<file path="config.mk">
export PLATFORM = sky130hd
export DESIGN_NAME = key_state_tracker_with_release_latch
export DESIGN_NICKNAME = d
export VERILOG_FILES = /design/src/hw/rtl/kst_pkg.sv /design/src/hw/rtl/kst_ram.sv /design/src/hw/rtl/key_state_tracker_with_release_latch.sv
export VERILOG_INCLUDE_DIRS = /design/src /design/src/hw/rtl
export SDC_FILE = /design/constraint.sdc
export NUM_CORES = 2
export LEC_CHECK = 0
export BUFFER_PORTS_ARGS = -buffer_cell sky130_fd_sc_hd__buf_2
export CORE_MARGIN = 4
export CORE_UTILIZATION = 35
export CTS_CLUSTER_SIZE = 28
export DETAILED_ROUTE_END_ITERATION = 10
export MAX_ROUTING_LAYER = met4
export SYNTH_ARGS = -nofsm -noshare
export SYNTH_HDL_FRONTEND = slang
export SYNTH_HIERARCHICAL = 1
export SYNTH_SLANG_ARGS = --single-unit
</file>
<file path="constraint.sdc">
create_clock -name clk -period 7.2 [get_ports clk]
set_input_delay 0.72 -clock clk [delete_from_list [all_inputs] [get_ports clk]]
set_output_delay 0.72 -clock clk [all_outputs]
set_load 0.01 [all_outputs]
</file>
<file path="src/hw/rtl/key_state_tracker_with_release_latch_macros.svh">
// ----------------------------------------------------------------------------
// Key state tracker assertion macros
// Concurrent assertion wrappers; empty when SYNTHESIS is defined.
// ----------------------------------------------------------------------------
`ifndef KEY_STATE_TRACKER_WITH_RELEASE_LATCH_MACROS_SVH
`define KEY_STATE_TRACKER_WITH_RELEASE_LATCH_MACROS_SVH
`ifndef SYNTHESIS
`define KST_ASSERT(lbl, clk, rst_n, prop) \
	lbl: assert property (@(posedge clk) disable iff (!rst_n) prop) \
	else $error("key state tracker assertion failed");
`define KST_NEVER(lbl, clk, rst_n, cond) \
	lbl: assert property (@(posedge clk) disable iff (!rst_n) !(cond)) \
	else $error("key state tracker forbidden condition");
`else
`define KST_ASSERT(lbl, clk, rst_n, prop)
`define KST_NEVER(lbl, clk, rst_n, cond)
`endif
`endif

</file>
<file path="src/hw/rtl/kst_pkg.sv">
// ----------------------------------------------------------------------------
// Key state tracker package
// Types, register indexes and constants shared by the tracker RTL.
// ----------------------------------------------------------------------------
package kst_pkg;

	localparam int LatchDepthDefault = 10;
	localparam int NumKeys           = 256;
	localparam int NumCfg            = 5;
	localparam int NumRd             = NumCfg + 1;

	localparam logic [2:0] CfgLeftAlt   = 3'd0;
	localparam logic [2:0] CfgRightAlt  = 3'd1;
	localparam logic [2:0] CfgLeftCtrl  = 3'd2;
	localparam logic [2:0] CfgLeftShift = 3'd3;
	localparam logic [2:0] CfgRightShft = 3'd4;

	localparam logic [7:0] CfgReset [NumCfg] = '{8'd56, 8'd184, 8'd29, 8'd42, 8'd54};

	// read slot order: query key first, then the modifier registers
	localparam logic [2:0] RdQuery = 3'd0;

	typedef enum logic [1:0] {
		ACT_KEY   = 2'd0,
		ACT_TICK  = 2'd1,
		ACT_QUERY = 2'd2
	} action_t;

	typedef enum logic [2:0] {
		ST_IDLE,
		ST_EVT_RD,
		ST_EVT_WR,
		ST_DRAIN,
		ST_RD,
		ST_FIN,
		ST_OUT
	} state_t;

	typedef struct packed {
		logic [1:0] action;
		logic [7:0] scan_code;
		logic       extended;
		logic       key_up;
		logic [7:0] query_key;
	} kst_req_t;

	typedef struct packed {
		logic       key_down;
		logic       alt_down;
		logic       control_down;
		logic       shift_down;
		logic [7:0] last_pressed;
		logic [3:0] latched_count;
		logic [7:0] frame_number;
	} kst_rsp_t;

endpackage

</file>
<file path="src/hw/rtl/kst_ram.sv">
// ----------------------------------------------------------------------------
// Key state tracker RAM
// Generic single write port, single read port RAM with registered read.
// ----------------------------------------------------------------------------
module kst_ram #(
	parameter int Width = 8,
	parameter int Depth = 256
) (
	input  logic                     clk,
	input  logic                     we,
	input  logic [$clog2(Depth)-1:0] waddr,
	input  logic [Width-1:0]         wdata,
	input  logic [$clog2(Depth)-1:0] raddr,
	output logic [Width-1:0]         rdata
);

	logic [Width-1:0] mem [Depth];

	always_ff @(posedge clk) begin
		if (we) begin
			mem[waddr] <= wdata;
		end
		rdata <= mem[raddr];
	end

endmodule

</file>
<file path="src/hw/rtl/key_state_tracker_with_release_latch.sv">
// ----------------------------------------------------------------------------
// Key state tracker with release latch
// Per-key down map with same-frame release latch, frame counter and
// modifier flags; one RAM port pair walked by a small sequencer.
// ----------------------------------------------------------------------------
// channel   handshake         payload
// input     start, busy       req  (kst_req_t)
// result    done (strobe)     rsp  (kst_rsp_t)
// config    cfg_we            cfg_index, cfg_data
//
// Actions end in ST_RD, ST_FIN, ST_OUT; key events run ST_EVT_RD, ST_EVT_WR,
// frame ticks ST_DRAIN, one latched key cleared per cycle on the down RAM
// write port. The six down-state reads (query key, five modifiers) share the
// one RAM read port. Reset is immediate: per-key valid flops read as released
// and frame zero. Results cannot be stalled; done is high for one cycle.
// ----------------------------------------------------------------------------
`include "key_state_tracker_with_release_latch_macros.svh"

module key_state_tracker_with_release_latch
	import kst_pkg::*;
#(
	parameter int LatchDepth = LatchDepthDefault
) (
	input  logic       clk,
	input  logic       arst_n,
	input  logic       start,
	output logic       busy,
	input  kst_req_t   req,
	output logic       done,
	output kst_rsp_t   rsp,
	input  logic       cfg_we,
	input  logic [2:0] cfg_index,
	input  logic [7:0] cfg_data
);

	localparam int CntW = $clog2(LatchDepth + 1);
	localparam int IdxW = (LatchDepth > 1) ? $clog2(LatchDepth) : 1;

	state_t state_q, state_d;

	logic [7:0]      cfg_q [NumCfg];
	logic [NumKeys-1:0] valid_q;
	logic [7:0]      latch_q [LatchDepth];
	logic [CntW-1:0] cnt_q;
	logic [CntW-1:0] cnt_dec;
	logic [IdxW-1:0] pop_idx;
	logic [7:0]      frame_q;
	logic [7:0]      last_q;
	logic [7:0]      code_q;
	logic            key_up_q;
	logic [7:0]      query_q;
	logic [2:0]      rd_idx_q;
	logic [NumRd-1:0] hits_q;
	logic            done_q;
	kst_rsp_t        rsp_q;

	logic            rd_vld_s1;
	logic [2:0]      rd_idx_s1;
	logic            ent_vld_s1;

	logic            accept;
	logic            down_we;
	logic [7:0]      down_waddr;
	logic            down_wdata;
	logic            down_rdata;
	logic            frame_we;
	logic [7:0]      frame_rdata;
	logic [7:0]      rd_addr;
	logic [7:0]      vld_addr;
	logic [7:0]      pf;
	logic            latch_push;
	logic            drain_pop;
	logic            rd_issue;
	logic            out_load;

	assign accept  = start && (state_q == ST_IDLE);
	assign busy    = (state_q != ST_IDLE);
	assign done    = done_q;
	assign rsp     = rsp_q;
	assign cnt_dec = cnt_q - CntW'(1);
	assign pop_idx = cnt_dec[IdxW-1:0];
	assign pf      = ent_vld_s1 ? frame_rdata : 8'd0;

	always_comb begin
		case (rd_idx_q)
			RdQuery: rd_addr = query_q;
			3'd1:    rd_addr = cfg_q[CfgLeftAlt];
			3'd2:    rd_addr = cfg_q[CfgRightAlt];
			3'd3:    rd_addr = cfg_q[CfgLeftCtrl];
			3'd4:    rd_addr = cfg_q[CfgLeftShift];
			3'd5:    rd_addr = cfg_q[CfgRightShft];
			default: rd_addr = query_q;
		endcase
	end

	assign vld_addr = (state_q == ST_EVT_RD) ? code_q : rd_addr;

	kst_ram #(.Width(1), .Depth(NumKeys)) u_down_ram (
		.clk   (clk),
		.we    (down_we),
		.waddr (down_waddr),
		.wdata (down_wdata),
		.raddr (rd_addr),
		.rdata (down_rdata)
	);

	kst_ram #(.Width(8), .Depth(NumKeys)) u_frame_ram (
		.clk   (clk),
		.we    (frame_we),
		.waddr (code_q),
		.wdata (frame_q),
		.raddr (code_q),
		.rdata (frame_rdata)
	);

	always_ff @(posedge clk or negedge arst_n) begin
		if (!arst_n) begin
			state_q <= ST_IDLE;
		end else begin
			state_q <= state_d;
		end
	end

	always_comb begin
		state_d    = state_q;
		down_we    = 1'b0;
		down_waddr = code_q;
		down_wdata = 1'b0;
		frame_we   = 1'b0;
		latch_push = 1'b0;
		drain_pop  = 1'b0;
		rd_issue   = 1'b0;
		out_load   = 1'b0;
		case (state_q)
			ST_IDLE: begin
				if (accept) begin
					case (req.action)
						ACT_KEY:  state_d = ST_EVT_RD;
						ACT_TICK: state_d = ST_DRAIN;
						default:  state_d = ST_RD;
					endcase
				end
			end
			ST_EVT_RD: begin
				state_d = ST_EVT_WR;
			end
			ST_EVT_WR: begin
				if (key_up_q) begin
					if (pf == frame_q && cnt_q < CntW'(LatchDepth)) begin
						latch_push = 1'b1;
					end else begin
						down_we = valid_q[code_q];
					end
				end else begin
					down_we    = 1'b1;
					down_wdata = 1'b1;
					frame_we   = 1'b1;
				end
				state_d = ST_RD;
			end
			ST_DRAIN: begin
				if (cnt_q != '0) begin
					drain_pop  = 1'b1;
					down_waddr = latch_q[pop_idx];
					down_we    = valid_q[latch_q[pop_idx]];
				end else begin
					state_d = ST_RD;
				end
			end
			ST_RD: begin
				rd_issue = 1'b1;
				if (rd_idx_q == 3'(NumRd - 1)) begin
					state_d = ST_FIN;
				end
			end
			ST_FIN: begin
				state_d = ST_OUT;
			end
			ST_OUT: begin
				out_load = 1'b1;
				state_d  = ST_IDLE;
			end
			default: begin
				state_d = ST_IDLE;
			end
		endcase
	end

	always_ff @(posedge clk or negedge arst_n) begin
		if (!arst_n) begin
			for (int i = 0; i < NumCfg; i++) begin
				cfg_q[i] <= CfgReset[i];
			end
			valid_q   <= '0;
			cnt_q     <= '0;
			frame_q   <= '0;
			last_q    <= '0;
			rd_idx_q  <= '0;
			rd_vld_s1 <= 1'b0;
			done_q    <= 1'b0;
		end else begin
			if (cfg_we && cfg_index < 3'(NumCfg)) begin
				cfg_q[cfg_index] <= cfg_data;
			end
			if (accept && req.action == ACT_TICK) begin
				frame_q <= frame_q + 8'd1;
			end
			if (frame_we) begin
				valid_q[code_q] <= 1'b1;
				last_q          <= code_q;
			end
			if (latch_push) begin
				cnt_q <= cnt_q + CntW'(1);
			end else if (drain_pop) begin
				cnt_q <= cnt_dec;
			end
			if (rd_issue) begin
				rd_idx_q <= (rd_idx_q == 3'(NumRd - 1)) ? 3'd0 : rd_idx_q + 3'd1;
			end
			rd_vld_s1 <= rd_issue;
			done_q    <= out_load;
		end
	end

	always_ff @(posedge clk) begin
		if (accept) begin
			code_q   <= req.scan_code + {req.extended, 7'd0};
			key_up_q <= req.key_up;
			query_q  <= req.query_key;
		end
		if (latch_push) begin
			latch_q[cnt_q[IdxW-1:0]] <= code_q;
		end
		ent_vld_s1 <= valid_q[vld_addr];
		rd_idx_s1  <= rd_idx_q;
		if (rd_vld_s1) begin
			hits_q[rd_idx_s1] <= ent_vld_s1 & down_rdata;
		end
		if (out_load) begin
			rsp_q.key_down      <= hits_q[RdQuery];
			rsp_q.alt_down      <= hits_q[CfgLeftAlt + 3'd1] | hits_q[CfgRightAlt + 3'd1];
			rsp_q.control_down  <= hits_q[CfgLeftCtrl + 3'd1];
			rsp_q.shift_down    <= hits_q[CfgLeftShift + 3'd1] | hits_q[CfgRightShft + 3'd1];
			rsp_q.last_pressed  <= last_q;
			rsp_q.latched_count <= 4'(cnt_q);
			rsp_q.frame_number  <= frame_q;
		end
	end

	`KST_ASSERT(a_done_after_out, clk, arst_n, done_q |-> $past(state_q == ST_OUT))
	`KST_ASSERT(a_done_idle, clk, arst_n, done_q |-> !busy)
	`KST_ASSERT(a_accept_busy, clk, arst_n, (start && !busy) |=> busy)
	`KST_NEVER(a_cnt_range, clk, arst_n, cnt_q > CntW'(LatchDepth))
	`KST_NEVER(a_push_pop, clk, arst_n, latch_push && state_q != ST_EVT_WR)

endmodule

</file>
==> flow_metrics.env <==
export IMPL_run_status="finished clean"
export IMPL_netlist_top_cell_by_area="edfxtp_1"
export IMPL_crit_slowest_cell="ha_1"
export IMPL_worst_setup_hold_path_clk_slew_ns=0.06
export IMPL_postRouteAntennaNets=0
export IMPL_globalRouteOverflowTotal=0
export IMPL_placement_cell_area_um2=120000
export IMPL_cp_required_ns=7.76
export IMPL_yosysTopAreaCellShare_pct=63.6
export IMPL_drt_pass1_iterations=7
export IMPL_fin_skew_ns=0.0724
export IMPL_grt_start_max_net_pins=257
export IMPL_fin_crit_sh_pct=92.1
export IMPL_final_min_clock_period_ns=6.63
export IMPL_floorplan_initialDensity_pct=35.1
export IMPL_cpPeakStageDelay_ns=0.80
export IMPL_switching_power_uw=13800
export IMPL_path_max_fanout=48
export IMPL_die_height_um=581
export IMPL_placement_io_buffers=60
export IMPL_post_synth_edffs=2431
export IMPL_first_pass_grt_wire_length_um=448000
export IMPL_vias_in_the_first_global_route=63325
export IMPL_design_area_um2=129000
export IMPL_dp_hpwl_um=185000
export IMPL_power_density_nw_per_um2=344
export IMPL_netlist_area_um2=115000
export IMPL_maxCapViolCount=0
export IMPL_route_final_wire_length_um=306000
export IMPL_global_route_usage_total_pct=18.2
export IMPL_synth_top_cells_by_area="edfxtp_1, mux4_2, dfrtp_1"
export IMPL_critical_path_cell_chain="inv_1 -> ha_1 -> a2111oi_0 -> o41ai_2 -> and2_4 -> buf_4 -> nand2_1 -> nand3_1 -> nand4_1 -> a21oi_1 -> nand4_1 -> a21o_1 -> a41oi_2 -> nor3b_1 -> nand3_1 -> nor2_1"
export IMPL_die_area_um2=337000
export IMPL_areaGrowthSynthToFinish_pct=12.7
export IMPL_slew_viol_final=0
export IMPL_rsz0062_at_grt="false"
export IMPL_tns_ns=0
export IMPL_yosys_warnings=6
export IMPL_synth_most_common_cell="edfxtp_1"
export IMPL_multi_input_comb_area_um2=31200
export IMPL_fin_worst_hold_slack_ns=0.127
export IMPL_htree_levels=5
export IMPL_total_setup_violations_reported_at_the_end_of_the_flow=0
export IMPL_post_place_cells=10580
export IMPL_n_fill_cell=29338
export IMPL_stdcell_count=11138
export IMPL_tritoncts="built"
export IMPL_rows=210
export IMPL_syn_mean_instance_area_um2=17.8
export IMPL_cts_path_max_buffers=4
export IMPL_cts_hold_fix_buffers=17
export IMPL_routed_via_density=5.72
export IMPL_postSynthRegisterBits=2768
export IMPL_comb_power_share_pct=24.3
export IMPL_gp_congestion=0.905
export IMPL_slew_headroom_pct=6.93
export IMPL_worstSkewPairLatency_ns=0.92
export IMPL_leakage_power_total_uw=0.0463
export IMPL_postCtsSetupRepairBufs=0
export IMPL_ctsResizeCount=0
export IMPL_cts_root_buf="clkbuf_16"
export IMPL_synth_distinct_cells=100
export IMPL_wire_per_inst_um=27.4
export IMPL_maxClockFrequency_mhz=151
export IMPL_drtIter0Drc=7848
export IMPL_power_switching_fraction_pct=31.1
export IMPL_clock_sinks=2768
export IMPL_finalHoldViolations=0
export IMPL_synth_nets=6499
export IMPL_power_clock_fraction_pct=33.8
export IMPL_fp_coreArea_um2=327000
export IMPL_layout_drive_gt1_share_pct=21.2
export IMPL_seqPwrFrac_pct=42.0
export IMPL_postSynth_topFlopCell="edfxtp_1"
export IMPL_intPower_uw=30700
export IMPL_synth_seq_area_share_pct=70.9
export IMPL_via_count=63692
export IMPL_capturing_element_type_of_the_critical_path="flip-flop"
export IMPL_type_of_origin_of_the_critical_path="flip-flop"
export IMPL_yosys_top_cells_count="edfxtp_1, nor2_1, mux4_2"
export IMPL_min_path_type="primary input to flip-flop"
export IMPL_seq_area_um2=81400
export IMPL_die_width_um=581
export IMPL_synthesis_instances=6456
export IMPL_fin_nets=6592
export IMPL_worstMarginPinSlew_ns=1.39
export IMPL_grt_antenna_before_repair=8
export IMPL_cp_data_arrival_time_ns=7.19
export IMPL_layout_core_utilization_pct=39.6
export IMPL_ir_worst_vdd_v=0.000323
export IMPL_cts_buffers=296
export IMPL_io_pins=61
export IMPL_worstSetupPathType="flip-flop to flip-flop"
export IMPL_postSynth_asyncResetShare_pct=11.7
export IMPL_remaining_drc_errors=0
kinds of logic (layout without fill, tap and decap cells):
group	Yosys count	after routing	share of synthesized area (%)
muxes	1015	1015	15.9
xor gates and xnor gates	17	17	0.143
AOI/OAI and AO/OA	898	898	5.73
and+or+nand+nor	1311	1311	5.10
adders and majority gates	8	8	0.0872
DFF	2768	2768	70.9
buffers and inverters	439	771	2.14
other	0	4	0
path summary, 6_finish.rpt:
kind / startpoint / endpoint / slack [ns] / cells after the start
setup / recovery: cnt_q[1] / u_down_ram/mem[115] / 0.57 / 16
setup reg to reg: cnt_q[1] / u_down_ram/mem[115] / 0.57 / 16
min in group asynchronous: arst_n / last_q[1] / 0.40 / 2
max in group asynchronous: arst_n / frame_q[2] / 5.31 / 3
hold / removal: cfg_data[7] / cfg_q[7] / 0.13 / 2
hold reg to reg: hits_q[0] / rsp[23] / 0.42 / 0
flip-flops by register name, summed over array words and instances, names as in the netlist, 8 cells and up:
signal,cells
cfg_q,40
u_frame_ram/mem,2048
valid_q,256
frame_q,8
last_q,8
u_down_ram/mem,256
code_q,8
latch_q,80
query_q,8
rsp,24
u_frame_ram/rdata,8
layout by cell type, fill, tap and decap left out, types with 26 or more instances in the layout:
cell	count
a21o_1	197
a21oi_1	126
a22oi_1	169
a31oi_1	26
buf_2	59
buf_4	131
clkbuf_1	64
clkbuf_16	303
clkinv_1	54
clkinv_2	53
dfrtp_1	298
edfxtp_1	2431
mux2_2	75
mux2i_1	297
mux4_2	637
nand2_1	270
nand2b_1	29
nand3_1	96
nand4_1	27
nor2_1	625
nor2b_1	53
nor3_1	43
nor4_1	37
o21ai_0	39
o21bai_1	65
o221ai_1	46
o22ai_1	54
per-stage QoR:
stage / total power [µW] / setup WS, ns
2_1_floorplan: 26400 / 0.0789
4_1_cts: 44800 / 0.620
5_1_grt: 46200 / 0.160
6_report: 44600 / 0.567
3_5_place_dp: 29800 / 0.707
3_3_place_gp: 29600 / 0.871
routing by layer:
metal	global-route usage (%)	wire, µm
met1	25.7	130000
met2	27.4	142000
met3	2.83	24900
met4	5.20	9130
met5	-	0
final cells by class:
class                   instances  share of cell area (%)
clock buffers                 371                    6.09
multi-input cells            3249                    24.1
inverters                      10                  0.0290
flip-flops and latches       2768                    62.9
clock inverters               166                    1.31
repair buffers                224                    1.38
diodes                          4                 0.00773
well taps                    4346                    4.20
worst max-delay path: cells and delay by family (launching register included):
kind	cells	cell delay (ns)
buf+inv	2	0.53
fa+ha+maj	1	0.80
flops	1	0.50
compound gates	5	1.84
simple gates	8	2.57
power by group through the flow:
stage	clock [µW]	combinational, µW	sequential, µW
global placement	0	10600	19000
floorplan	0	7130	19200
detailed placement	0	10700	19000
global route	16000	11400	18700
finish	15000	10800	18700
CTS	15400	10800	18700
(Power assumes the default switching activity.)
